File: src/rtl/core/sqlsl_pkg.sv
// ----------------------------------------------------------------------------
// sqlsl_pkg
// Shared types, character codes and the command keyword table of the SQL
// statement locator.
// ----------------------------------------------------------------------------
package sqlsl_pkg;

	typedef logic [7:0] char_t;
	typedef char_t [7:0] window_t;          // [0] current char, [7] furthest ahead

	typedef enum logic [1:0] {
		MODE_PLAIN   = 2'd0,
		MODE_STRING  = 2'd1,
		MODE_COMMENT = 2'd2
	} scan_mode_t;

	typedef enum logic [3:0] {
		ACT_NONE,
		ACT_NEWLINE,
		ACT_SKIP,
		ACT_STR_OPEN,
		ACT_STR_CLOSE,
		ACT_LINE_CMT,
		ACT_BLK_OPEN,
		ACT_BLK_CLOSE,
		ACT_KEYWORD,
		ACT_OTHER
	} action_t;

	localparam logic [1:0] ST_BOUNDED      = 2'd0;
	localparam logic [1:0] ST_UNTERMINATED = 2'd1;
	localparam logic [1:0] ST_PAST_CURSOR  = 2'd2;
	localparam logic [1:0] ST_NOT_FOUND    = 2'd3;

	localparam int OUT_POS_W = 16;

	typedef struct packed {
		logic                 valid;
		logic [1:0]           status;
		logic [OUT_POS_W-1:0] span_start;
		logic [OUT_POS_W-1:0] span_end;
	} scan_res_t;

	localparam char_t CH_NL    = 8'h0A;
	localparam char_t CH_QUOTE = 8'h27;
	localparam char_t CH_STAR  = 8'h2A;
	localparam char_t CH_DASH  = 8'h2D;
	localparam char_t CH_SLASH = 8'h2F;
	localparam char_t CH_SEMI  = 8'h3B;

	localparam int KW_COUNT = 17;

	// Keyword text, first char in the top byte, padded with spaces to 8 chars.
	localparam logic [63:0] KW_TEXT [KW_COUNT] = '{
		"CREATE  ", "ALTER   ", "DROP    ", "SELECT  ", "PRAGMA  ", "COMMIT  ",
		"ROLLBACK", "BEGIN   ", "VACUUM  ", "ATTACH  ", "DETACH  ", "ANALYZE ",
		"REINDEX ", "INSERT  ", "UPDATE  ", "DELETE  ", "REPLACE "
	};

	localparam logic [3:0] KW_LEN [KW_COUNT] = '{
		4'd6, 4'd5, 4'd4, 4'd6, 4'd6, 4'd6, 4'd8, 4'd5, 4'd6,
		4'd6, 4'd6, 4'd7, 4'd7, 4'd6, 4'd6, 4'd6, 4'd7
	};

	function automatic char_t upper_ascii(input char_t c);
		char_t r;
		r = c;
		if (c inside {[8'h61:8'h7A]}) begin
			r = c - 8'd32;
		end
		return r;
	endfunction

endpackage

File: src/rtl/core/sql_statement_locator_top.sv
// ----------------------------------------------------------------------------
// sql_statement_locator_top
// Streaming SQL statement locator: one character per item, reports the
// statement span that holds the configured cursor once per text.
// ----------------------------------------------------------------------------
// Pipeline: an accepted input item passes through the input register, then the
//   result register, before its result shows on m_tvalid.
// Throughput: one item per cycle; a result held by m_tready low stalls input
//   once the input register is full too.
// Reset (arst_n low, asynchronous): pipeline emptied, scan state back to plain
//   mode at position 0, cursor_position cleared to 0.
module sql_statement_locator_top #(
	parameter int POSITION_BITS = 16    // position counter width, 8..32
) (
	input  logic        clk,
	input  logic        arst_n,
	// character items
	input  logic        s_tvalid,
	output logic        s_tready,
	input  logic [63:0] s_tdata,        // char_now, ahead_1 .. ahead_7 (8 bits each)
	input  logic        s_tlast,        // last_char
	// span results
	output logic        m_tvalid,
	input  logic        m_tready,
	output logic [39:0] m_tdata,        // status(2), span_start(16), span_end(16), zero pad
	// cursor_position register write
	input  logic        cfg_valid,
	output logic        cfg_ready,
	input  logic [15:0] cfg_data
);
	import sqlsl_pkg::*;

	// input register
	logic      s1_valid_q;
	window_t   win_s1;
	logic      last_s1;

	// result register
	logic      m_valid_q;
	scan_res_t res_q;

	logic                 cfg_acc;
	logic [OUT_POS_W-1:0] cursor_pos_q;
	scan_res_t            res;
	logic                 out_free, fire, s_acc;

	// cursor register; the sender must write it only while no item is in flight (not enforced here)
	assign cfg_ready = 1'b1;
	assign cfg_acc   = cfg_valid;

	always_ff @(posedge clk or negedge arst_n) begin
		if (!arst_n) begin
			cursor_pos_q <= '0;
		end else if (cfg_acc) begin
			cursor_pos_q <= cfg_data;
		end
	end

	// the item in the input register is processed once the result register
	// can take whatever it yields
	assign out_free = !m_valid_q || m_tready;
	assign fire     = s1_valid_q && out_free;
	assign s_tready = !s1_valid_q || out_free;
	assign s_acc    = s_tvalid && s_tready;

	always_ff @(posedge clk or negedge arst_n) begin
		if (!arst_n) begin
			s1_valid_q <= 1'b0;
		end else if (s_acc) begin
			s1_valid_q <= 1'b1;
		end else if (fire) begin
			s1_valid_q <= 1'b0;
		end
	end

	always_ff @(posedge clk) begin
		if (s_acc) begin
			win_s1  <= s_tdata;
			last_s1 <= s_tlast;
		end
	end

	sqlsl_scan_core #(
		.POSITION_BITS (POSITION_BITS)
	) u_core (
		.clk    (clk),
		.arst_n (arst_n),
		.fire   (fire),
		.win    (win_s1),
		.last   (last_s1),
		.cursor (cursor_pos_q),
		.res    (res)
	);

	// result register; most characters yield nothing
	always_ff @(posedge clk or negedge arst_n) begin
		if (!arst_n) begin
			m_valid_q <= 1'b0;
		end else if (fire && res.valid) begin
			m_valid_q <= 1'b1;
		end else if (m_tready) begin
			m_valid_q <= 1'b0;
		end
	end

	always_ff @(posedge clk) begin
		if (fire && res.valid) begin
			res_q <= res;
		end
	end

	assign m_tvalid = m_valid_q;
	assign m_tdata  = {6'd0, res_q.span_end, res_q.span_start, res_q.status};

	a_s1_holds: assert property (@(posedge clk) disable iff (!arst_n)
		s1_valid_q && !fire |=> s1_valid_q && $stable(win_s1) && $stable(last_s1))
		else $error("input register overwritten before processing");

	a_past_end_zero: assert property (@(posedge clk) disable iff (!arst_n)
		m_valid_q && res_q.status == ST_PAST_CURSOR |-> res_q.span_end == '0)
		else $error("past-cursor result with non-zero end");

endmodule

File: src/rtl/core/sqlsl_keyword_match.sv
// ----------------------------------------------------------------------------
// sqlsl_keyword_match
// Case-insensitive prefix compare of the lookahead window against the
// command keyword table.
// ----------------------------------------------------------------------------
module sqlsl_keyword_match (
	input  sqlsl_pkg::window_t win,
	output logic               hit
);
	import sqlsl_pkg::*;

	logic [KW_COUNT-1:0] kw_ok;

	// one compare per keyword and window byte, all independent
	always_comb begin
		for (int k = 0; k < KW_COUNT; k++) begin
			kw_ok[k] = 1'b1;
			for (int i = 0; i < 8; i++) begin
				if (4'(i) < KW_LEN[k] &&
				    upper_ascii(win[i]) != KW_TEXT[k][63-8*i -: 8]) begin
					kw_ok[k] = 1'b0;
				end
			end
		end
	end

	assign hit = |kw_ok;

endmodule

File: src/rtl/core/sqlsl_scan_core.sv
// ----------------------------------------------------------------------------
// sqlsl_scan_core
// Per-character scan state: mode tracking, statement open/close and the
// one-shot span report.
// ----------------------------------------------------------------------------
module sqlsl_scan_core #(
	parameter int POSITION_BITS = 16
) (
	input  logic                         clk,
	input  logic                         arst_n,
	input  logic                         fire,
	input  sqlsl_pkg::window_t           win,
	input  logic                         last,
	input  logic [sqlsl_pkg::OUT_POS_W-1:0] cursor,
	output sqlsl_pkg::scan_res_t         res
);
	import sqlsl_pkg::*;

	localparam int CMP_W = (POSITION_BITS > OUT_POS_W) ? POSITION_BITS : OUT_POS_W;

	scan_mode_t               mode_q, mode_step;
	logic                     skip_q, skip_step;
	logic                     stmt_q, stmt_step;
	logic [POSITION_BITS-1:0] open_q, open_step;
	logic [POSITION_BITS-1:0] close_q, close_step;
	logic [POSITION_BITS-1:0] cnt_q, cnt_step;
	logic                     rep_q, rep_step;

	logic             kw_hit;
	action_t          act;
	char_t            c, nx;
	logic [CMP_W-1:0] p_w, cur_w, open_w, close_w, open_step_w, close_step_w;
	logic             past_cursor, in_span;

	sqlsl_keyword_match u_kw (
		.win (win),
		.hit (kw_hit)
	);

	assign c            = win[0];
	assign nx           = win[1];
	assign p_w          = CMP_W'(cnt_q);
	assign cur_w        = CMP_W'(cursor);
	assign open_w       = CMP_W'(open_q);
	assign close_w      = CMP_W'(close_q);
	assign open_step_w  = CMP_W'(open_step);
	assign close_step_w = CMP_W'(close_step);
	assign past_cursor  = p_w > cur_w;
	assign in_span      = (open_w <= cur_w) && (cur_w <= close_step_w);

	// priority decode of what this char does
	always_comb begin
		if (rep_q) begin
			act = ACT_NONE;
		end else if (c == CH_NL) begin
			act = ACT_NEWLINE;
		end else if (skip_q) begin
			act = ACT_SKIP;
		end else if (mode_q == MODE_PLAIN && c == CH_QUOTE) begin
			act = ACT_STR_OPEN;
		end else if (mode_q == MODE_STRING && c == CH_QUOTE) begin
			act = ACT_STR_CLOSE;
		end else if (mode_q == MODE_PLAIN && c == CH_DASH && nx == CH_DASH) begin
			act = ACT_LINE_CMT;
		end else if (mode_q == MODE_PLAIN && c == CH_SLASH && nx == CH_STAR) begin
			act = ACT_BLK_OPEN;
		end else if (mode_q == MODE_COMMENT && c == CH_STAR && nx == CH_SLASH) begin
			act = ACT_BLK_CLOSE;
		end else if (mode_q == MODE_PLAIN && !stmt_q && kw_hit) begin
			act = ACT_KEYWORD;
		end else begin
			act = ACT_OTHER;
		end
	end

	// next state, before the end-of-text clear
	always_comb begin
		mode_step  = mode_q;
		skip_step  = skip_q;
		stmt_step  = stmt_q;
		open_step  = open_q;
		close_step = close_q;
		rep_step   = rep_q;
		cnt_step   = (cnt_q != '1) ? cnt_q + 1'b1 : cnt_q;
		case (act)
			ACT_NEWLINE:   skip_step = 1'b0;
			ACT_STR_OPEN:  mode_step = MODE_STRING;
			ACT_STR_CLOSE: mode_step = MODE_PLAIN;
			ACT_LINE_CMT:  skip_step = 1'b1;
			ACT_BLK_OPEN:  mode_step = MODE_COMMENT;
			ACT_BLK_CLOSE: mode_step = MODE_PLAIN;
			ACT_KEYWORD: begin
				stmt_step = 1'b1;
				if (past_cursor) begin
					rep_step = 1'b1;
				end else begin
					open_step  = cnt_q;
					close_step = '0;
				end
			end
			ACT_OTHER: begin
				if (mode_q == MODE_PLAIN && stmt_q && c == CH_SEMI) begin
					stmt_step  = 1'b0;
					close_step = cnt_q;
				end
				if ((open_w <= cur_w) && (cur_w <= ((mode_q == MODE_PLAIN && stmt_q &&
				    c == CH_SEMI) ? p_w : close_w))) begin
					rep_step = 1'b1;
				end
			end
			default: ;
		endcase
	end

	// result
	always_comb begin
		res = '0;
		case (act)
			ACT_KEYWORD: begin
				if (past_cursor) begin
					res.valid      = 1'b1;
					res.status     = ST_PAST_CURSOR;
					res.span_start = OUT_POS_W'(p_w);
				end
			end
			ACT_OTHER: begin
				if (in_span) begin
					res.valid      = 1'b1;
					res.status     = ST_BOUNDED;
					res.span_start = OUT_POS_W'(open_w);
					res.span_end   = OUT_POS_W'(close_step_w);
				end
			end
			default: ;
		endcase
		if (last && !rep_step) begin
			res.valid      = 1'b1;
			res.span_start = OUT_POS_W'(open_step_w);
			if (stmt_step) begin
				res.status   = ST_UNTERMINATED;
				res.span_end = OUT_POS_W'(p_w);
			end else begin
				res.status   = ST_NOT_FOUND;
				res.span_end = OUT_POS_W'(close_step_w);
			end
		end
		if (!fire) begin
			res.valid = 1'b0;
		end
	end

	always_ff @(posedge clk or negedge arst_n) begin
		if (!arst_n) begin
			mode_q  <= MODE_PLAIN;
			skip_q  <= 1'b0;
			stmt_q  <= 1'b0;
			open_q  <= '0;
			close_q <= '0;
			cnt_q   <= '0;
			rep_q   <= 1'b0;
		end else if (fire) begin
			if (last) begin
				mode_q  <= MODE_PLAIN;
				skip_q  <= 1'b0;
				stmt_q  <= 1'b0;
				open_q  <= '0;
				close_q <= '0;
				cnt_q   <= '0;
				rep_q   <= 1'b0;
			end else begin
				mode_q  <= mode_step;
				skip_q  <= skip_step;
				stmt_q  <= stmt_step;
				open_q  <= open_step;
				close_q <= close_step;
				cnt_q   <= cnt_step;
				rep_q   <= rep_step;
			end
		end
	end

	a_res_only_on_fire: assert property (@(posedge clk) disable iff (!arst_n)
		res.valid |-> fire)
		else $error("result without a processed item");

	a_silent_after_report: assert property (@(posedge clk) disable iff (!arst_n)
		fire && rep_q && !last |-> !res.valid)
		else $error("second report within one text");

	a_text_end_clears: assert property (@(posedge clk) disable iff (!arst_n)
		fire && last |=> cnt_q == '0 && !rep_q && !stmt_q)
		else $error("scan state not cleared after last char");

	a_last_reports: assert property (@(posedge clk) disable iff (!arst_n)
		fire && last && !rep_q |-> res.valid)
		else $error("no report for an unreported text");

endmodule
File: config.mk
export PLATFORM = sky130hd
export DESIGN_NAME = sql_statement_locator_top
export DESIGN_NICKNAME = d
export VERILOG_FILES = /design/src/rtl/core/sqlsl_pkg.sv /design/src/rtl/core/sql_statement_locator_top.sv /design/src/rtl/core/sqlsl_keyword_match.sv /design/src/rtl/core/sqlsl_scan_core.sv
export SDC_FILE = /design/constraint.sdc
export NUM_CORES = 1
export LEC_CHECK = 0
export ABC_AREA = 1
export ABC_CLOCK_PERIOD_IN_PS = 10900
export BUFFER_PORTS_ARGS = -buffer_cell sky130_fd_sc_hd__buf_4
export CAP_MARGIN = 10
export CORE_MARGIN = 2
export CORE_UTILIZATION = 64
export CTS_CLUSTER_DIAMETER = 60
export CTS_CLUSTER_SIZE = 16
export DETAILED_ROUTE_END_ITERATION = 10
export MAX_ROUTING_LAYER = met4
export PLACE_DENSITY_LB_ADDON = 0.25
export RECOVER_POWER = 25
export SKIP_LAST_GASP = 1
export SLEW_MARGIN = 30
export SYNTH_ARGS = -nofsm -noshare
export SYNTH_HDL_FRONTEND = slang
export SYNTH_HIERARCHICAL = 1
export SYNTH_SLANG_ARGS = --single-unit
File: constraint.sdc
create_clock -name clk -period 10.9 [get_ports clk]
set_input_delay 2.725 -clock clk [delete_from_list [all_inputs] [get_ports clk]]
set_output_delay 2.725 -clock clk [all_outputs]
set_load 0.005 [all_outputs]
* Word-level counts from Yosys, hierarchy flattened
Cells that the tools add are included.
Word-level totals: bits in registers 170, bits of input ports 86, output and inout bits 43, logic and storage cells 318
Cells by class: $add $sub $neg 9, magnitude comparators 20, eq/ne operators 81, multiplexer cells 143, reduce and logical (&&, ||, !) cells 43
Operators by type and width (count):
- $ne 8x7->1 const B | 61
- $mux 16 | 10
- $mux 1 | 106
- $mux 35 | 2
- $eq 8x6->1 const B | 8
- $ge 8x7->1 const B | 8
- $le 8x7->1 const B | 8
- $mux 8 | 8
- $sub 8x6->8 const B | 8
- $le 16x16->1 | 3
- $pmux 19 s2 | 1
- $mux 4 | 8
- $pmux 16 s2 | 1
- $logic_and 1x1->1 | 26
- $mux 19 | 1
- $reduce_or 17->1 | 1
- $add 16x1->16 const B | 1
- $eq 4x3->1 const B | 4
- $gt 16x16->1 | 1
- $ne 16x16->1 const B | 1
- $eq 4x4->1 const B | 2
- $eq 8x4->1 const B | 1
- $pmux 1 s2 | 3
- $pmux 2 s3 | 1
- other kinds (13) | 22

* Logic depth before layout (Yosys ltp)
Gate-level depths: netlist of the first run.
depth after elaboration 33, depth in mapped cells 44

* Cells and area by module
Netlist of the first run, hierarchy kept.
By module, submodules not included:
- sqlsl_scan_core | times used 1, cells an instance 804, area an instance 5445.2 um^2, sequential area each 1326.3 um^2
- sql_statement_locator_top | times used 1, cells an instance 190, area an instance 3783.6 um^2, sequential area each 3423.3 um^2
- sqlsl_keyword_match | times used 1, cells an instance 438, area an instance 1964.4 um^2, sequential area each 0.0 um^2

* Worst setup path before layout of the first run
Ideal clock, no wire load.
path kind flip-flop to flip-flop, start point reg win_s1[5] in the netlist's numbering, end point reg res_q (netlist bit m_tdata[0]) (enable), arrival time 6070 ps, slack 4405 ps, cell stages (with the launch flop) 41, period minus slack after synthesis 6495 ps, cell sequence edfxtp_1 -> inv_1 -> ha_1 -> nor2_1 -> nand2_1 -> nand4_1 -> nand2_1 -> nor2_2 -> nand2_1 -> nor2_1 -> nand2_1 -> nand2_1 -> nand2_1 -> nand3_1 -> nor2_1 -> nand2_1 -> nand3_1 -> nand2_1 -> [... 5 more ...] -> nor3_4 -> nor2_1 -> buf_2 -> o22ai_1 -> inv_1 -> ha_1 -> nand2_1 -> nor2_1 -> a211oi_1 -> nor2_1 -> a2111oi_0 -> nand2_1 -> nand2_4 -> nand2_4 -> buf_2 -> a31oi_2 -> inv_1 -> nor2_1
RTL lines:
- start: declaration | RTL line sql_statement_locator_top.sv:35 | window_t win_s1;
- start signal: assignment | RTL line sql_statement_locator_top.sv:78 | win_s1 <= s_tdata;
- end signal: assignment | RTL line sql_statement_locator_top.sv:108 | res_q <= res;
- end: declaration | RTL line sql_statement_locator_top.sv:40 | scan_res_t res_q;

==> results of run 1 <==
==> final timing paths <==
kind                       slack, ns  depth (start not counted)                             end                           start
hold / removal                  0.58                          2  u_core/close_q[13]$_DFFE_PN0P_  u_core/close_q[13]$_DFFE_PN0P_
max in group asynchronous       4.90                          1       u_core/stmt_q$_DFFE_PN0P_                          arst_n
hold reg to reg                 0.58                          2  u_core/close_q[13]$_DFFE_PN0P_  u_core/close_q[13]$_DFFE_PN0P_
setup / recovery                3.71                         38           m_tdata[22]$_DFFE_PP_             win_s1[8]$_DFFE_PP_
setup reg to reg                3.71                         38           m_tdata[22]$_DFFE_PP_             win_s1[8]$_DFFE_PP_
min in group asynchronous       3.69                          1   u_core/open_q[13]$_DFFE_PN0P_                          arst_n
==> sequential cells by signal, summed over array words and instances, names as in the netlist <==
register,flops
cursor_pos_q,16
last_s1,1
m_tdata,34
m_tvalid,1
s1_valid_q,1
u_core/close_q,16
u_core/cnt_q,16
u_core/mode_q,2
u_core/open_q,16
u_core/rep_q,1
u_core/skip_q,1
u_core/stmt_q,1
win_s1,64
==> area by class of cell <==
cell class / instances / area, µm²
Clock buffer: 17 / 425
Clock inverter: 15 / 186
Fill cell: 1276 / 4330
Inverter: 232 / 873
Timing Repair Buffer: 126 / 955
Multi-Input combinational cell: 995 / 5370
Tap cell: 225 / 282
Sequential cell: 170 / 4750
==> logic make-up (layout without fill, tap and decap cells) <==
logic type / after synthesis / in the layout / share of synthesized area, %
AND/OR/NAND/NOR: 681 / 681 / 27.6
buffers and inverters: 272 / 390 / 9.77
AO/OA/AOI/OAI: 235 / 235 / 12.1
flip-flops: 170 / 170 / 42.4
adder cells (fa/ha/maj): 72 / 72 / 8.05
other: 2 / 7 / 0.0671
==> worst reg2reg max path: cells and delay by family (launching register included) <==
kind                       cells  cell delay [ns]
buffers and inverters          4             0.70
AOI/OAI and AO/OA              6             1.22
and+or+nand+nor               27             4.12
DFF                            1             0.55
adders and majority gates      1             0.30
==> stage by stage <==
| step | setup slack (ns) | power, W | hold slack [ns] |
|---|---|---|---|
| final | 3.71 | 0.00226 | 0.576 |
| after global routing | 3.15 | 0.00238 | 0.600 |
| after CTS | 3.58 | 0.00225 | 0.573 |
| after detailed placement | 3.69 | 0.00162 | 0.556 |
| after global placement | 3.65 | 0.00159 | 0.527 |
| after floorplan | 4.40 | 0.00139 | 0.502 |
==> power groups by stage <==
stage               Sequential (W)  Combinational, W  Clock [W]
floorplan                 0.000862          0.000533          0
global placement          0.000885          0.000705          0
detailed placement        0.000887          0.000732          0
CTS                       0.000876          0.000737   0.000634
global route              0.000886          0.000834   0.000657
finish                    0.000879          0.000760   0.000625
==> layer usage <==
| layer | part of all wire, % | vias up | track usage, % |
|---|---|---|---|
| met5 | 0 | - | - |
| met4 | 1.9 | 0 | 11.1 |
| li1 | - | 4984 | - |
| met1 | 42 | 4882 | 48.8 |
| met2 | 45 | 540 | 53.9 |
| met3 | 10 | 51 | 8.13 |
==> placed cells by master (no fill, tap or decap), types with 9 or more instances in the layout <==
master / synthesis / layout
nand3_1: 80 / 80
ha_1: 72 / 72
or2_1: 12 / 12
nand4_1: 26 / 26
a21oi_1: 57 / 57
nand2_1: 330 / 329
nor2_1: 131 / 130
dfrtp_1: 71 / 71
clkbuf_16: 0 / 17
inv_1: 222 / 221
edfxtp_1: 99 / 99
inv_2: 8 / 9
nor4_1: 10 / 10
buf_4: 10 / 57
o22ai_1: 46 / 46
nand3b_1: 10 / 10
nor2_2: 12 / 12
o21ai_0: 66 / 68
nor3_1: 32 / 32
clkbuf_4: 0 / 65
o21ai_1: 32 / 32
==> flow_summary.yaml, run 1 <==
routing:
  dr_total_vias: 10500
  post_drt_wl_per_cell_um: 17.8
  drtPass1Iterations: 6
  drt-initial-drc-count: 1260
  postRouteAntennaNets: 0
  vias_per_cell: 5.87
  routed_wirelength_mm: 31.6
  drc: 0
critical_path:
  slowest_stage: "nor3_4"
  end_kind: "flip-flop"
  crit_type: "reg2reg"
  crit_path_frequent_cell: "nand2_1"
  cp_top_family: "simple AND/OR/NAND/NOR gates"
  cp-start-kind: "flip-flop"
  slowest_delay_ns: 0.63
  worstPathArrival_ns: 7.33
  worst-path-max-fanout: 22
  worstPathRequired_ns: 11.04
  crit_buf_inv: 4
timing:
  rsz0062_at_grt: "no"
  finClkSkew_ns: 0.0130
  slew_viol_final: 72
  min_period_over_period_pct: 66.0
  fmax_ghz: 0.139
  finalSetupViolCount: 0
  tns_ns: 0
  finalHoldViolCount: 0
  worstMarginPinSlew_ns: 4.06
  fin_crit_ns: 7.19
  relSlewSlack_pct: -170
power:
  power_frac_clock_pct: 27.6
  switching_share_pct: 39.6
  p_int_w: 0.00137
  total_leakage_power_nw: 5.91
  ir_drop_mv: 0.137
  p_seq_share_pct: 38.8
  power.density_mw_per_mm2: 176
  switchingPower_w: 0.000896
  pwr-share-comb_pct: 33.5
place:
  port_buffers: 121
  place_congestion: 1.06
  place_area_mm2: 0.0122
  dp_hpwl_mm: 23.1
  place_inst: 1747
final_layout:
  stdcell_count: 1780
  layout-drive-gt1-share_pct: 14.2
  antennaDiodeCount: 0
  postLayoutCellArea_mm2: 0.0128
  layout.nets: 1700
  synthToLayoutAreaGrowth_pct: 14.7
  postLayoutCoreUtil_pct: 74.8
synthesis:
  ys_top_cells_by_area: "edfxtp_1 27%, dfrtp_1 16%, nand2_1 11%"
  yosysTopAreaCell: "edfxtp_1"
  synthArstFlopShare_pct: 41.8
  ys_ff_latch: 170
  yosysMostFrequentCell: "nand2_1"
  synth_edf_count: 99
  yosysWarningCount: 6
  avgSynthCellArea_um2: 7.82
  synthFlopType: "edfxtp_1"
  syn_area_mm2: 0.0112
  synth.distinct_cells: 57
  synthDominantCellAreaShare_pct: 26.6
  syn_inst: 1432
  synth_commonest_cells: "330 x nand2_1, 222 x inv_1, 131 x nor2_1"
  seq_area_frac_synth_pct: 42.4
floorplan:
  die-area_mm2: 0.0186
  start_util_pct: 65.2
  core-area_mm2: 0.0172
  io_pins: 129
  die_h_um: 136
  fp.dieW_um: 136
  rows: 48
cts:
  clock-sinks: 170
  cts-root-buf: "clkbuf_16"
  tritoncts: "done"
  htreeDepth: 4
  clk_pin_slew_ns: 0.07
  cts-resized-gates: 0
  cts_setup_buffers: 0
  cts.path.max_buffers: 2
  insertion_delay_ns: 0.44
  hold_buffers: 0
  cts-buffers-inserted: 17
grt:
  grt_pass1_wl_mm: 49.8
  overflow: 0
  grt_antenna_before_repair: 0
  gr-usage-all-layers_pct: 35.9
  grt_max_degree: 72
  first_global_vias: 9745
run_status:
  violations: "max-capacitance violations, max-slew violations"
  status: "complete, but fails checks"
hold_path:
  min-delay-path-class: "reg2reg"
run:
  drv_cap: 1
No activity file was read; power rests on OpenSTA's default activity.
==> run 2, diff against run 1 <==
Settings changed: ABC_AREA 1 to 0, ABC_CLOCK_PERIOD_IN_PS 10900 to 7470, CORE_UTILIZATION 64 to 59.
Clock period 10.9 ns to 7.47 ns, I/O delays scaled along.
==> flow_summary.yaml, run 2 <==
run_status:
  status: "complete, but fails checks"
  violations: "max-capacitance violations, max-slew violations"
timing:
  worstMarginPinSlew_ns: 4.02
  finalSetupViolCount: 0
  finClkSkew_ns: 0.0138
  relSlewSlack_pct: -168
  rsz0062_at_grt: "no"
  finalHoldViolCount: 0
  fin_crit_ns: 6.83
  fmax_ghz: 0.146
  tns_ns: 0
  slew_viol_final: 72
  min_period_over_period_pct: 91.5
  layout_setup_ws_ns: 0.635
synthesis:
  synthAdderAreaFrac_pct: 8.54
  synthSimpleGateAreaFrac_pct: 18.7
  synth_mux_area_share_pct: 3.59
  yosysWarningCount: 6
  syn_area_mm2: 0.0106
  synth_top_family_by_area: "compound AO/OA/AOI/OAI gates"
  syn_inst: 973
  synth_commonest_cells: "99 x edfxtp_1, 72 x ha_1, 71 x dfrtp_1"
  avgSynthCellArea_um2: 10.8
  yosysTopAreaCell: "edfxtp_1"
  synthArstFlopShare_pct: 41.8
  synthFlopType: "edfxtp_1"
  ys_ff_latch: 170
  ys_top_cells_by_area: "edfxtp_1 28%, dfrtp_1 17%, ha_1 8.5%"
  synth_edf_count: 99
  seq_area_frac_synth_pct: 45.0
  synthDominantCellAreaShare_pct: 28.2
  yosysMostFrequentCell: "edfxtp_1"
  synth-compound-area-share_pct: 18.9
  synth.distinct_cells: 103
  synth-xor-area-share_pct: 0.996
place:
  pre_cts_slack_ns: 0.787
  place_congestion: 0.950
  place_inst: 1289
  port_buffers: 121
  dp_hpwl_mm: 21.4
  place_area_mm2: 0.0116
grt:
  grt_use_met3_pct: 6.81
  overflow: 0
  grtUsageMet1_pct: 47.7
  grt_pass1_wl_mm: 46.9
  gr-usage-all-layers_pct: 33.3
  grt_antenna_before_repair: 1
  met2_usage_pct: 49.4
  first_global_vias: 8389
  busiest_layer: "met2"
  grt_max_degree: 72
critical_path:
  crit-reg2reg-launch: "win_s1[14]$_DFFE_PP_"
  cp_top_family: "compound AO/OA/AOI/OAI gates"
  slowest_stage: "or4_1"
  end_kind: "flip-flop"
  r2r-end: "m_tdata[0]$_DFFE_PP_"
  crit_cells: 26
  r2r_setup_slack_ns: 0.64
  worstSetupStartpoint: "win_s1[14]$_DFFE_PP_"
  worst-path-max-fanout: 26
  cp-start-kind: "flip-flop"
  worstPathRequired_ns: 7.59
  worstPathArrival_ns: 6.96
  crit_buf_inv: 3
  crit_type: "reg2reg"
  slowest_delay_ns: 0.55
  crit_path_end: "m_tdata[0]$_DFFE_PP_"
  r2r_cells: 26
final_layout:
  final_common_cell: "edfxtp_1"
  fillers: 1343
  layout.nets: 1241
  postLayoutCellArea_mm2: 0.0123
  largest_register_ffs: 64
  final_cell_mix: "99 x edfxtp_1, 72 x ha_1, 71 x dfrtp_1, 66 x buf_4, 66 x clkbuf_4"
  stdcell_count: 1322
  largest_register: "win_s1"
  layout-drive-gt1-share_pct: 20.5
  synthToLayoutAreaGrowth_pct: 16.3
power:
  power_frac_clock_pct: 31.7
  power.density_mw_per_mm2: 238
  ir_drop_mv: 0.207
  switchingPower_w: 0.00106
  p_int_w: 0.00186
  p_seq_share_pct: 40.8
  total_leakage_power_nw: 4.94
  pwr-share-comb_pct: 27.5
  switching_share_pct: 36.2
floorplan:
  die_h_um: 138
  io_pins: 129
  fp.dieW_um: 138
  die-area_mm2: 0.0190
  start_util_pct: 60.6
  core-area_mm2: 0.0174
  rows: 48
cts:
  cts_setup_buffers: 0
  cts-resized-gates: 0
  cts.path.max_buffers: 2
  cts-buffers-inserted: 17
  insertion_delay_ns: 0.43
  htreeDepth: 4
  cts-root-buf: "clkbuf_16"
  tritoncts: "done"
  clk_pin_slew_ns: 0.07
  hold_buffers: 0
  clock-sinks: 170
routing:
  drt-initial-drc-count: 1092
  vias_per_cell: 6.79
  dr_total_vias: 8974
  drtPass1Iterations: 6
  drc: 0
  post_drt_wl_per_cell_um: 22.6
  routed_wirelength_mm: 29.9
  postRouteAntennaNets: 0
hold_path:
  whs_path_depth: 1
  min-delay-path-class: "reg2reg"
run:
  drv_cap: 1
==> run 2: changes by cell type in the layout (fill, tap and decap cells not counted), sizes merged, moves of 33 or more <==
cell   delta
a22oi    +33
inv     -185
o21ai    -56
o22ai    -42
nand2   -297
nand3    -60
nor2     -86
==> run 2: power by group through the flow <==
stage / sequential (W) / clock (W) / combinational [W]
2_1_floorplan: 0.00117 / 0 / 0.000541
3_3_place_gp: 0.00120 / 0 / 0.000752
3_5_place_dp: 0.00121 / 0 / 0.000772
4_1_cts: 0.00119 / 0.000935 / 0.000781
5_1_grt: 0.00120 / 0.000975 / 0.000863
6_report: 0.00119 / 0.000923 / 0.000802
==> run 2: cells by family (layout without fill, tap and decap cells) <==
group / after synthesis / count (layout)
and+or+nand+nor: 327 / 327
AOI/OAI and AO/OA: 262 / 262
DFF: 170 / 170
buffers and inverters: 96 / 214
adders and majority gates: 72 / 72
muxes: 32 / 32
xor gates and xnor gates: 12 / 12
other: 2 / 8
==> run 2: routing by layer <==
metal / part of all wire [%] / vias up
li1: - / 4052
met1: 43 / 4349
met2: 46 / 523
met3: 9.3 / 50
met4: 1.7 / 0
met5: 0 / -
==> run 2: cell type report <==
type                            instances  area [µm²]  area share [%]
Clock inverter                         15         203            1.65
Timing Repair Buffer                  134        1010            8.27
Clock buffer                           17         425            3.47
Antenna cell                            1        2.50          0.0204
Inverter                               48         180            1.47
Sequential cell                       170        4750            38.7
Multi-Input combinational cell        712        5410            44.1
Tap cell                              225         282            2.29
==> run 2: stage by stage <==
stage,hold WS [ns],total power [W],utilization [%]
after floorplan,0.478,0.00171,-
after global placement,0.496,0.00196,66.8
after detailed placement,0.500,0.00198,66.8
after CTS,0.521,0.00290,70.4
after global routing,0.544,0.00304,70.4
final,0.524,0.00292,70.4
==> run 2: worst min path at each step <==
stage | endpoint | slack [ns] | from
2_1_floorplan | u_core/close_q[10]$_DFFE_PN0P_ | 0.48 | u_core/close_q[10]$_DFFE_PN0P_
3_3_place_gp | u_core/close_q[6]$_DFFE_PN0P_ | 0.50 | u_core/close_q[6]$_DFFE_PN0P_
3_5_place_dp | u_core/close_q[7]$_DFFE_PN0P_ | 0.50 | u_core/close_q[7]$_DFFE_PN0P_
4_1_cts | u_core/close_q[7]$_DFFE_PN0P_ | 0.52 | u_core/close_q[7]$_DFFE_PN0P_
5_1_grt | u_core/close_q[6]$_DFFE_PN0P_ | 0.54 | u_core/close_q[6]$_DFFE_PN0P_
6_report | u_core/close_q[7]$_DFFE_PN0P_ | 0.52 | u_core/close_q[7]$_DFFE_PN0P_
==> run 3, diff against run 2 <==
Settings changed: CELL_PAD_IN_SITES_DETAIL_PLACEMENT set to 2, CELL_PAD_IN_SITES_GLOBAL_PLACEMENT set to 2, CORE_UTILIZATION 59 to 39, REMOVE_ABC_BUFFERS set to 1.
==> flow_summary.yaml, run 3 (synthesized netlist as in run 2, its figures left out) <==
run_status:
  status: "complete, but fails checks"
  violations: "max-capacitance violations, max-slew violations"
cts:
  clock-sinks: 170
  hold_buffers: 0
  cts-buffers-inserted: 17
  tritoncts: "done"
  insertion_delay_ns: 0.44
  htreeDepth: 4
  clk_pin_slew_ns: 0.07
  cts-resized-gates: 0
  cts.path.max_buffers: 2
  cts_setup_buffers: 0
  cts-root-buf: "clkbuf_16"
timing:
  relSlewSlack_pct: -186
  tns_ns: 0
  slew_viol_final: 72
  fin_crit_ns: 7.00
  rsz0062_at_grt: "no"
  worstMarginPinSlew_ns: 4.29
  finalSetupViolCount: 0
  finClkSkew_ns: 0.0195
  min_period_over_period_pct: 93.6
  fmax_ghz: 0.143
  worst_hold_slack_ns: 0.527
  finalHoldViolCount: 0
final_layout:
  final_cell_mix: "99 x edfxtp_1, 80 x buf_4, 72 x ha_1, 71 x dfrtp_1, 60 x clkbuf_4"
  largest_register: "win_s1"
  largest_register_ffs: 64
  layout.nets: 1256
  final_common_cell: "edfxtp_1"
  stdcell_count: 1452
  synthToLayoutAreaGrowth_pct: 18.4
  antennaDiodeCount: 0
  layout-drive-gt1-share_pct: 21.1
grt:
  grt_antenna_before_repair: 0
  first_global_vias: 10100
  grt_max_degree: 72
  gr-usage-all-layers_pct: 28.9
  grt_pass1_wl_mm: 61.1
  overflow: 0
floorplan:
  io_pins: 129
  die_h_um: 168
  start_util_pct: 39.5
  fp.dieW_um: 168
  rows: 60
  core-area_mm2: 0.0267
  die-area_mm2: 0.0284
power:
  total_leakage_power_nw: 4.99
  power.density_mw_per_mm2: 241
  ir_drop_mv: 0.160
routing:
  routed_wirelength_mm: 39.4
  postRouteAntennaNets: 0
  post_drt_wl_per_cell_um: 27.1
  dr_total_vias: 9171
  drt-initial-drc-count: 665
  drc: 0
  drtPass1Iterations: 7
  vias_per_cell: 6.32
place:
  port_buffers: 121
  dp_hpwl_mm: 28.3
  place_inst: 1420
  place_congestion: 0.933
critical_path:
  r2r-end: "m_tdata[1]$_DFFE_PP_"
  worstPathArrival_ns: 7.13
  r2r_setup_slack_ns: 0.47
  cp-start-kind: "flip-flop"
  end_kind: "flip-flop"
  r2r_cells: 25
  crit-reg2reg-launch: "win_s1[14]$_DFFE_PP_"
  crit_type: "reg2reg"
  worstPathRequired_ns: 7.61
  worst-path-max-fanout: 19
hold_path:
  min-delay-path-class: "reg2reg"
  hold_start: "u_core/close_q[4]$_DFFE_PN0P_"
  whs_path_depth: 1
  holdPathEnd: "u_core/close_q[4]$_DFFE_PN0P_"
run:
  drv_cap: 1
[run 3: cell count changes in the layout (fill, tap and decap cells not counted), sizes merged]
cell and change:
clkbuf +4, inv -2, buf +15, clkinv -2, clkinvlp +1, bufinv -1
diode -1
[run 3: stage by stage]
step	util, %	setup slack [ns]	cell area, µm²	total power, W
4_1_cts	46.9	0.381	12500	0.00302
2_1_floorplan	-	-0.120	10300	0.00166
3_5_place_dp	44.6	0.530	11900	0.00209
6_report	46.8	0.475	12500	0.00301
5_1_grt	46.8	0.0479	12500	0.00313
3_3_place_gp	44.5	0.705	11900	0.00204
[run 3: metal layers]
metal | up-vias | track usage, % | part of all wire (%)
met3 | 75 | 3.20 | 3.3
met4 | 0 | 11.2 | 3.2
met1 | 4771 | 33.6 | 41
met5 | - | - | 0
li1 | 4068 | - | -
met2 | 257 | 51.5 | 53
[run 3: how the worst max path moves through the flow]
stage / start / to / cells past startpoint
6_report: win_s1[14]$_DFFE_PP_ / m_tdata[1]$_DFFE_PP_ / 25
5_1_grt: win_s1[14]$_DFFE_PP_ / m_tdata[33]$_DFFE_PP_ / 25
4_1_cts: win_s1[14]$_DFFE_PP_ / m_tdata[14]$_DFFE_PP_ / 25
3_5_place_dp: win_s1[14]$_DFFE_PP_ / m_tdata[28]$_DFFE_PP_ / 25
3_3_place_gp: win_s1[14]$_DFFE_PP_ / m_tdata[28]$_DFFE_PP_ / 25
2_1_floorplan: win_s1[14]$_DFFE_PP_ / m_tdata[0]$_DFFE_PP_ / 24
[run 3: area by class of cell]
cell class | instances | area [µm²]
fill | 2789 | 14200
tap | 341 | 427
clock buffer | 21 | 504
timing repair buffer | 149 | 1120
clock inverter | 11 | 96.3
sequential | 170 | 4750
inverter | 48 | 180
multi-input combinational | 712 | 5420
[run 3: power breakdown]
group	leakage (nW)	internal, W	switching (W)
clock network	0.294	0.000495	0.000423
logic	2.80	0.000294	0.000604
registers	1.90	0.00110	0.0000977
[run 3: worst max-delay path, cell delays in order, from the launching register on]
cell       delay, ns
edfxtp_1        0.46
inv_1           0.08
ha_1            0.30
o21a_2          0.26
or3b_1          0.44
or4_1           0.56
a2111oi_2       0.37
nor4_1          0.09
o2111ai_1       0.12
nand3b_1        0.13
o21a_4          0.15
o21a_4          0.25
o21ai_4         0.45
a2bb2oi_1       0.27
ha_1            0.39
nand4_1         0.19
nor4_2          0.40
nand4_1         0.18
or2_2           0.30
a211o_1         0.29
o211ai_1        0.16
o21ai_2         0.09
a31oi_1         0.17
nand2_1         0.15
nor2b_4         0.20
buf_12          0.20
